### config.mk
export PLATFORM = sky130hd
export DESIGN_NAME = power_status_monitor_with_timeout
export DESIGN_NICKNAME = d
export VERILOG_FILES = /design/src/psm_pkg.sv /design/src/psm_cfg.sv /design/src/psm_fsm.sv /design/src/power_status_monitor_with_timeout.sv
export SDC_FILE = /design/constraint.sdc
export NUM_CORES = 1
export LEC_CHECK = 0
export BUFFER_PORTS_ARGS = -buffer_cell sky130_fd_sc_hd__buf_2
export CELL_PAD_IN_SITES_DETAIL_PLACEMENT = 0
export CELL_PAD_IN_SITES_GLOBAL_PLACEMENT = 1
export CORE_ASPECT_RATIO = 0.7
export CORE_MARGIN = 5
export CORE_UTILIZATION = 49
export DETAILED_ROUTE_END_ITERATION = 16
export GPL_TIMING_DRIVEN = 0
export PLACE_DENSITY_LB_ADDON = 0.12
export SLEW_MARGIN = 30
export SYNTH_ARGS = -nofsm -noshare
export SYNTH_HDL_FRONTEND = slang
export SYNTH_SLANG_ARGS = --single-unit
### constraint.sdc
create_clock -name i_clk -period 11.7 [get_ports i_clk]
set_input_delay 0 -clock i_clk [delete_from_list [all_inputs] [get_ports i_clk]]
set_output_delay 0 -clock i_clk [all_outputs]
set_load 0.05 [all_outputs]
### src/psm_pkg.sv
`default_nettype none
package psm_pkg;

    localparam int unsigned TimeW   = 32;
    localparam int unsigned StatusW = 3;
    localparam int unsigned CfgIdxW = 1;

    localparam logic [TimeW-1:0] TimeoutReset = TimeW'(60000);

    // register indexes on the config port
    localparam logic [CfgIdxW-1:0] CFG_TURN_ON_TIMEOUT  = CfgIdxW'(0);
    localparam logic [CfgIdxW-1:0] CFG_TURN_OFF_TIMEOUT = CfgIdxW'(1);

    // status codes as seen on the output
    localparam logic [StatusW-1:0] STATUS_START    = 3'd0;
    localparam logic [StatusW-1:0] STATUS_ON       = 3'd1;
    localparam logic [StatusW-1:0] STATUS_OFF      = 3'd2;
    localparam logic [StatusW-1:0] STATUS_TURN_ON  = 3'd3;
    localparam logic [StatusW-1:0] STATUS_TURN_OFF = 3'd4;
    localparam logic [StatusW-1:0] STATUS_ON_ERR   = 3'd5;
    localparam logic [StatusW-1:0] STATUS_OFF_ERR  = 3'd6;

    typedef enum logic [6:0] {
        S_START    = 7'b0000001,
        S_ON       = 7'b0000010,
        S_OFF      = 7'b0000100,
        S_TURN_ON  = 7'b0001000,
        S_TURN_OFF = 7'b0010000,
        S_ON_ERR   = 7'b0100000,
        S_OFF_ERR  = 7'b1000000
    } t_state;

    typedef struct packed {
        logic [TimeW-1:0] turn_on_timeout_ms;
        logic [TimeW-1:0] turn_off_timeout_ms;
    } t_cfg;

    typedef struct packed {
        logic [TimeW-1:0] now_ms;
        logic             led_lit;
        logic             need_on;
    } t_poll;

    function automatic logic [StatusW-1:0] state_code(input t_state s);
        logic [StatusW-1:0] code;
        unique case (s)
            S_ON:       code = STATUS_ON;
            S_OFF:      code = STATUS_OFF;
            S_TURN_ON:  code = STATUS_TURN_ON;
            S_TURN_OFF: code = STATUS_TURN_OFF;
            S_ON_ERR:   code = STATUS_ON_ERR;
            S_OFF_ERR:  code = STATUS_OFF_ERR;
            default:    code = STATUS_START;
        endcase
        return code;
    endfunction

endpackage
`default_nettype wire

### src/psm_cfg.sv
`default_nettype none
module psm_cfg (
    input  wire logic                        i_clk,
    input  wire logic                        i_rst_n,
    input  wire logic                        i_cfg_we,
    input  wire logic [psm_pkg::CfgIdxW-1:0] i_cfg_idx,
    input  wire logic [psm_pkg::TimeW-1:0]   i_cfg_data,
    output psm_pkg::t_cfg                    o_cfg
);
    import psm_pkg::*;

    t_cfg r_cfg;

    always_ff @(posedge i_clk) begin
        if (!i_rst_n) begin
            r_cfg.turn_on_timeout_ms  <= TimeoutReset;
            r_cfg.turn_off_timeout_ms <= TimeoutReset;
        end else if (i_cfg_we) begin
            unique case (i_cfg_idx)
                CFG_TURN_ON_TIMEOUT:  r_cfg.turn_on_timeout_ms  <= i_cfg_data;
                CFG_TURN_OFF_TIMEOUT: r_cfg.turn_off_timeout_ms <= i_cfg_data;
                default: ;
            endcase
        end
    end

    assign o_cfg = r_cfg;

endmodule
`default_nettype wire

### src/psm_fsm.sv
`default_nettype none
module psm_fsm (
    input  wire logic                        i_clk,
    input  wire logic                        i_rst_n,
    input  wire logic                        i_step,
    input  psm_pkg::t_poll                   i_poll,
    input  psm_pkg::t_cfg                    i_cfg,
    output logic [psm_pkg::StatusW-1:0]      o_status
);
    import psm_pkg::*;

    t_state           r_state, n_state;
    logic [TimeW-1:0] r_start, n_start;
    logic [TimeW-1:0] elapsed;

    // wrap-safe elapsed time since the phase began
    assign elapsed = i_poll.now_ms - r_start;

    always_comb begin
        n_state = r_state;
        n_start = r_start;
        unique case (r_state)
            S_TURN_ON: begin
                if (i_poll.led_lit) begin
                    n_state = S_ON;
                end else if (elapsed >= i_cfg.turn_on_timeout_ms) begin
                    n_state = S_ON_ERR;
                end
            end
            S_TURN_OFF: begin
                if (!i_poll.led_lit) begin
                    n_state = S_OFF;
                end else if (elapsed >= i_cfg.turn_off_timeout_ms) begin
                    n_state = S_OFF_ERR;
                end
            end
            S_ON_ERR, S_OFF_ERR: begin
                if (i_poll.led_lit && i_poll.need_on) begin
                    n_state = S_ON;
                end else if (!i_poll.led_lit && !i_poll.need_on) begin
                    n_state = S_OFF;
                end
            end
            default: begin
                // steady states: start, on, off
                if (i_poll.led_lit == i_poll.need_on) begin
                    n_state = i_poll.led_lit ? S_ON : S_OFF;
                end else begin
                    n_start = i_poll.now_ms;
                    n_state = i_poll.need_on ? S_TURN_ON : S_TURN_OFF;
                end
            end
        endcase
    end

    always_ff @(posedge i_clk) begin
        if (!i_rst_n) begin
            r_state <= S_START;
            r_start <= '0;
        end else if (i_step) begin
            r_state <= n_state;
            r_start <= n_start;
        end
    end

    assign o_status = state_code(n_state);

endmodule
`default_nettype wire

### src/power_status_monitor_with_timeout.sv
// channel | valid       | stall       | payload
// --------+-------------+-------------+--------------------------------------
// poll in | i_in_valid  | o_in_stall  | i_in_now_ms, i_in_led_lit, i_in_need_on
// status  | o_out_valid | i_out_stall | o_out_status
// config  | i_cfg_we    | (none)      | i_cfg_idx, i_cfg_data
//
// one poll per cycle sustained while the status side is not stalling; a poll's
// status passes from the input register through the state update into the result
// register, and a status stall can hold it in the input register on the way
// reset is synchronous, active low; both registers empty, status start,
// timeouts back to 60000 ms
// a stall on the status side holds the result register; the input register
// still drains into it once it frees, so o_in_stall rises only when both are full
`default_nettype none
module power_status_monitor_with_timeout (
    input  wire logic                        i_clk,
    input  wire logic                        i_rst_n,
    input  wire logic                        i_in_valid,
    output logic                             o_in_stall,
    input  wire logic [psm_pkg::TimeW-1:0]   i_in_now_ms,
    input  wire logic                        i_in_led_lit,
    input  wire logic                        i_in_need_on,
    output logic                             o_out_valid,
    input  wire logic                        i_out_stall,
    output logic [psm_pkg::StatusW-1:0]      o_out_status,
    input  wire logic                        i_cfg_we,
    input  wire logic [psm_pkg::CfgIdxW-1:0] i_cfg_idx,
    input  wire logic [psm_pkg::TimeW-1:0]   i_cfg_data
);
    import psm_pkg::*;

    t_cfg               cfg;
    t_poll              r_poll;
    logic               r_in_valid;
    logic               r_out_valid;
    logic [StatusW-1:0] r_status;
    logic [StatusW-1:0] next_status;
    logic               step;
    logic               in_take;

    // timeout registers
    psm_cfg u_cfg (
        .i_clk      (i_clk),
        .i_rst_n    (i_rst_n),
        .i_cfg_we   (i_cfg_we),
        .i_cfg_idx  (i_cfg_idx),
        .i_cfg_data (i_cfg_data),
        .o_cfg      (cfg)
    );

    // the held poll moves into the result register when that is free or draining
    assign step    = r_in_valid && (!r_out_valid || !i_out_stall);
    assign in_take = !r_in_valid || step;

    assign o_in_stall = !in_take;

    // input register
    always_ff @(posedge i_clk) begin
        if (!i_rst_n) begin
            r_in_valid <= 1'b0;
        end else if (in_take) begin
            r_in_valid <= i_in_valid;
        end
    end

    always_ff @(posedge i_clk) begin
        if (in_take && i_in_valid) begin
            r_poll.now_ms  <= i_in_now_ms;
            r_poll.led_lit <= i_in_led_lit;
            r_poll.need_on <= i_in_need_on;
        end
    end

    // status state and phase timer, updated once per transaction
    psm_fsm u_fsm (
        .i_clk    (i_clk),
        .i_rst_n  (i_rst_n),
        .i_step   (step),
        .i_poll   (r_poll),
        .i_cfg    (cfg),
        .o_status (next_status)
    );

    // result register
    always_ff @(posedge i_clk) begin
        if (!i_rst_n) begin
            r_out_valid <= 1'b0;
        end else if (step) begin
            r_out_valid <= 1'b1;
        end else if (!i_out_stall) begin
            r_out_valid <= 1'b0;
        end
    end

    always_ff @(posedge i_clk) begin
        if (step) begin
            r_status <= next_status;
        end
    end

    assign o_out_valid  = r_out_valid;
    assign o_out_status = r_status;

endmodule
`default_nettype wire

# --- Word level (Yosys, flattened, before mapping) ---
# Index checks and enable logic that the tools add are counted.
word_totals:
  ff_bits: 142
  in_bits: 72
  out_inout_bits: 5
  elab_cells: 58
classes:
  add_sub_neg: 1
  order_cmp: 2
  n_eq_ne: 12
  n_mux: 13
  bitwise: 3
  n_reduce_logical: 17
op_table:
  columns: ["operator", "n"]
  rows:
  - [">= comparator 32 bit", 2]
  - ["two-way mux 7 bit", 7]
  - ["subtractor 32 bit", 1]
  - ["case mux 7 bit (3 select lines)", 1]
  - ["case mux 3 bit (6 select lines)", 1]
  - ["equality test 7 x 4 -> 1 bit, second input constant", 2]
  - ["equality test 7 x 5 -> 1 bit, second input constant", 2]
  - ["equality test 7 x 6 -> 1 bit, second input constant", 2]
  - ["equality test 7 bit, second input constant", 2]
  - ["equality test 7 x 2 -> 1 bit, second input constant", 1]
  - ["equality test 7 x 3 -> 1 bit, second input constant", 1]
  - ["logical NOT 1 bit", 6]
  - ["two-way mux 5 bit", 1]
  - ["logical AND 1 bit", 4]
  - ["AND reduction 2 bit", 2]
  - ["OR reduction 4 bit", 1]
  - ["two-way mux 3 bit", 1]
  - ["inverter 1 bit", 3]
  - ["AND reduction 3 bit", 1]
  - ["logical OR 1 bit", 2]
  - ["two-way mux 1 bit", 2]
  - ["!= test 2 x 1 -> 1 bit, second input constant", 1]
  - ["OR reduction 2 bit", 1]
  - ["equality test 1 bit", 1]

# --- Longest topological paths before layout ---
logic_depth:
  depth_word: 7
  ltp_mapped: 21
  ltp_nobuf: 21

# --- Cells and area by module ---
# A second synthesis with hierarchy kept.
hier_totals:
  hier_cells: 991
  hier_area_um2: 8733.4
modules_own_cells:
  columns: ["mod", "instances", "cells_per_inst", "area_per_inst_um2", "seq_area_each_um2"]
  rows:
  - ["psm_fsm", 1, 692, 5066.1, 780.7]
  - ["psm_cfg", 1, 254, 2472.4, 1281.2]
  - ["power_status_monitor_with_timeout", 1, 45, 1194.9, 1151.1]

# --- Worst setup path before layout ---
# Ideal clock, no wire load.
synth_timing:
  path_type: "register to register"
  startpoint: "register r_poll[2] (netlist bit)"
  endpoint: "register r_status[1], in the netlist o_out_status[1] (data pin)"
  setup_ns: 0.258
  t_arrival_ns: 4.004
  t_required_ns: 11.442
  slack_ns: 7.438
  path_stages_with_launch: 21
  period_less_slack_ns: 4.262
  path_cell_list: "edfxtp_1 > inv_1 > ha_1 > inv_1 > fa_1 > a211oi_1 > o21ai_1 > or3b_1 > a21oi_1 > o21ai_2 > o221ai_2 > a21oi_1 > xnor2_1 > ha_1 > nand4_1 > or3_1 > or4_1 > o211ai_2 > a2bb2oi_4 > xnor2_1 > o31ai_2"
synth_between:
  elab_chain_cells: 7
synth_lines:
  columns: ["item", "line", "rtl"]
  rows:
  - ["start, declared", "power_status_monitor_with_timeout.sv:33", "t_poll r_poll;"]
  - ["subtractor 32 bit *", "psm_fsm.sv:17", "assign elapsed = i_poll.now_ms - r_start;"]
  - [">= comparator 32 bit (on tied branches)", "psm_fsm.sv:33, psm_fsm.sv:26", null]
  - ["two-way mux 7 bit (on tied branches)", "psm_fsm.sv:33, psm_fsm.sv:26", null]
  - ["two-way mux 7 bit (on tied branches)", "psm_fsm.sv:31, psm_fsm.sv:24", null]
  - ["case mux 7 bit (3 select lines) *", "psm_fsm.sv:22", "unique case (r_state)"]
  - ["equality test 7 bit (tied with other cells)", "psm_pkg.sv:46", "unique case (s)"]
  - ["case mux 3 bit (6 select lines) *", "psm_pkg.sv:46", null]
  - ["net next_status[1]", "power_status_monitor_with_timeout.sv:37", "logic [StatusW-1:0] next_status;"]
  - ["end signal, assigned", "power_status_monitor_with_timeout.sv:97", "r_status <= next_status;"]
  - ["end, declared", "power_status_monitor_with_timeout.sv:36", "logic [StatusW-1:0] r_status;"]
# The timed path passes the listed nets; every way through them passes the cells marked *.
# A chain may end at the register's enable or synchronous reset.

# --- Worst setup path in the final report ---
# Ends and elaborated chain as after synthesis.

==> impl_metrics.json <==
{
  "crit_required_ps": 11950,
  "worstSetupPathType": "flop to flop",
  "swShare_pct": 30.4,
  "finalHoldViolCount": 0,
  "setup_violations": 0,
  "grt_pass1_wl_mm": 35.1,
  "setup_slack_ps": 6540,
  "final_cell_mix": "nand2_1, a21oi_1, inv_1",
  "leakage_nw": 4.22,
  "io_buffers": 75,
  "drive_gt1_share_pct": 11.0,
  "slew_headroom_pct": 50.6,
  "via_per_inst": 5.17,
  "synth.avg_cell_area_sq_um": 8.42,
  "peakVddDrop_v": 0.0000891,
  "clockBufferDepth": 2,
  "seqPwrFrac_pct": 38.3,
  "grt_pass1_vias": 6981,
  "area_growth_pct": 23.6,
  "slew_violations": 0,
  "synth_ff_type": "dfxtp_1",
  "hpwl_mm": 15.7,
  "ys_seq_area_share_pct": 38.8,
  "vias": 7155,
  "clock-sinks": 142,
  "cts_setup_buffers": 0,
  "start_util_pct": 50.3,
  "pwr-share-comb_pct": 23.2,
  "hold_buffers": 68,
  "skew_ps": 8.04,
  "startpoint_type": "flop",
  "max-cap-violations": 0,
  "synthesis.nets": 1155,
  "tns_ps": 0,
  "synthesis.area_sq_um": 8280,
  "overflow": 0,
  "worst_pin_slew_ps": 741,
  "yosysWarnings": 0,
  "synth-async-reset-ratio_pct": 0,
  "nets": 1318,
  "intPower_w": 0.000992,
  "antenna_found_initial": 0,
  "drt_first_pass_iters": 5,
  "io_pins": 77,
  "preCtsSetupSlack_ps": 6650,
  "clockRootBuffer": "clkbuf_16",
  "first_iter_violations": 431,
  "cts_tree": "built",
  "post-route-min-period_ps": 5160,
  "synth_edf_count": 37,
  "cts_buffers": 17,
  "die-area_sq_um": 19600,
  "ys_ff_latch": 142,
  "die_y_microns": 119,
  "clockPowerShare_pct": 38.5,
  "busiest_layer": "met1",
  "num_rows": 39,
  "fin_crit_sh_pct": 44.1,
  "die_x_microns": 165,
  "grt_start_max_net_pins": 26,
  "gp_congestion": 0.845,
  "ant_nets": 0,
  "wl_mm": 21.2,
  "netlist_instances": 983,
  "power.switching_w": 0.000432,
  "use_met1_pct": 34.2,
  "power.density_nw_per_um2": 139,
  "synth_cell_type_count": 60,
  "cts_resized": 0,
  "clk_pin_slew_worst_paths_ps": 60,
  "max_freq_mhz": 194,
  "status": "finished clean",
  "hold_start": "i_cfg_we",
  "hp-class": "primary input to flop",
  "cp-end-kind": "flop",
  "rsz0062_at_grt": "false",
  "r2r-start": "r_poll[2]$_DFFE_PP_",
  "antenna_cells": 0,
  "worst_skew_pair.late_latency_ps": 430,
  "post_drt_wl_per_cell_microns": 15.3,
  "use_met2_pct": 32.6,
  "cp_max_fo": 4,
  "drc": 0,
  "cp_data_arrival_time_ps": 5410,
  "cts.htree.levels": 4,
  "core-area_sq_um": 16400,
  "grt.total_usage_pct": 22.6,
  "cp-startpoint": "r_poll[2]$_DFFE_PP_",
  "final_common_cell": "nand2_1",
  "met3_usage_pct": 3.97
}
-- cells by family after synthesis --
logic type                 share of synthesized area (%)
AOI/OAI and AO/OA                                   20.1
xor gates and xnor gates                            3.17
adders and majority gates                           15.2
buffers and inverters                               6.45
DFF                                                 38.8
muxes                                              0.121
and+or+nand+nor                                     16.1
-- Yosys cell counts, drive strengths merged (2+ instances only) --
master,n,share of area (%)
xnor2,22,2.3
or4,2,0.18
a211oi,10,0.91
nor3b,4,0.42
o21bai,3,0.27
xor2,8,0.85
ha,99,15
nand3,8,0.48
nand4,13,0.98
nand2,208,9.4
nor4,4,0.30
a2111oi,3,0.32
buf,6,0.33
a221o,2,0.24
o211ai,21,2.0
edfxtp,37,13
a21oi,128,7.7
or3,5,0.38
o21a,3,0.27
nand2b,10,0.76
o31ai,2,0.30
clkbuf,27,1.2
and2,3,0.23
a311o,2,0.24
o21ai,34,2.1
dfxtp,105,25
a21o,35,3.2
nor2b,7,0.56
a211o,2,0.21
and3,9,0.68
inv,108,4.9
a21boi,3,0.27
nor3,8,0.48
nor2,23,1.0
a31oi,3,0.30
-- registers in the layout (all words and copies together), names as in the netlist --
register	count
r_poll	34
o_out_valid	1
u_cfg.o_cfg	64
u_fsm.r_start	32
o_out_status	3
r_in_valid	1
u_fsm.r_state	7
-- layer usage --
layer / vias to the layer above / routed length [microns]
met2: 168 / 8500
li1: 3707 / -
met4: 0 / 418
met5: - / 0
met1: 3253 / 11200
met3: 27 / 1080
-- power by group through the flow --
stage                     registers [W]  clock network, W  logic [W]
after global placement         0.000555                 0   0.000305
after floorplan                0.000554                 0   0.000220
after detailed placement       0.000555                 0   0.000309
final                          0.000545          0.000549   0.000330
after global routing           0.000547          0.000579   0.000380
after CTS                      0.000544          0.000555   0.000329
-- layout make-up --
| cell class | instances | area (sq um) |
|---|---|---|
| flip-flops and latches | 142 | 3210 |
| well taps | 225 | 282 |
| inverters | 108 | 405 |
| multi-input cells | 700 | 4540 |
| fillers | 1452 | 6210 |
| plain buffers | 33 | 129 |
| clock buffers | 18 | 429 |
| clock inverters | 14 | 159 |
| repair buffers | 144 | 1080 |
-- per-stage QoR --
stage	power (W)	instance area, sq um	hold WS, ps	std cells	util [%]
2_1_floorplan	0.000775	8280	98.9	983	-
6_report	0.00142	10200	49.9	1384	62.2
5_1_grt	0.00151	10200	61.5	1384	62.2
3_3_place_gp	0.000859	8930	176	1283	54.3
3_5_place_dp	0.000864	8960	178	1284	54.5
4_1_cts	0.00143	10200	30.8	1384	62.2
-- worst paths after layout --
check,to,slack [ps],depth (start not counted)
worst min register to register,u_fsm.r_start[13]$_SDFFE_PN0P_,450,2
worst max register to register,o_out_status[1]$_DFFE_PP_,6540,20
worst min-delay path,u_cfg.o_cfg[3]$_SDFFE_PN0P_,50,4
worst max-delay path,o_out_status[1]$_DFFE_PP_,6540,20
-- worst max-delay path: stages, from the launching register on --
cell and delay [ps]:
edfxtp_1 400, inv_1 60, ha_1 210, inv_1 70, fa_1 240, a211oi_1 120
o21ai_1 180, or3b_1 400, a21oi_1 380, o21ai_2 160, o221ai_2 280, a21oi_1 140
xnor2_1 190, ha_1 300, nand4_1 110, or3_1 380, or4_1 430, o211ai_2 340
a2bb2oi_4 240, xnor2_1 110, o31ai_2 250
Note: power is estimated with default switching activity, not from simulation.
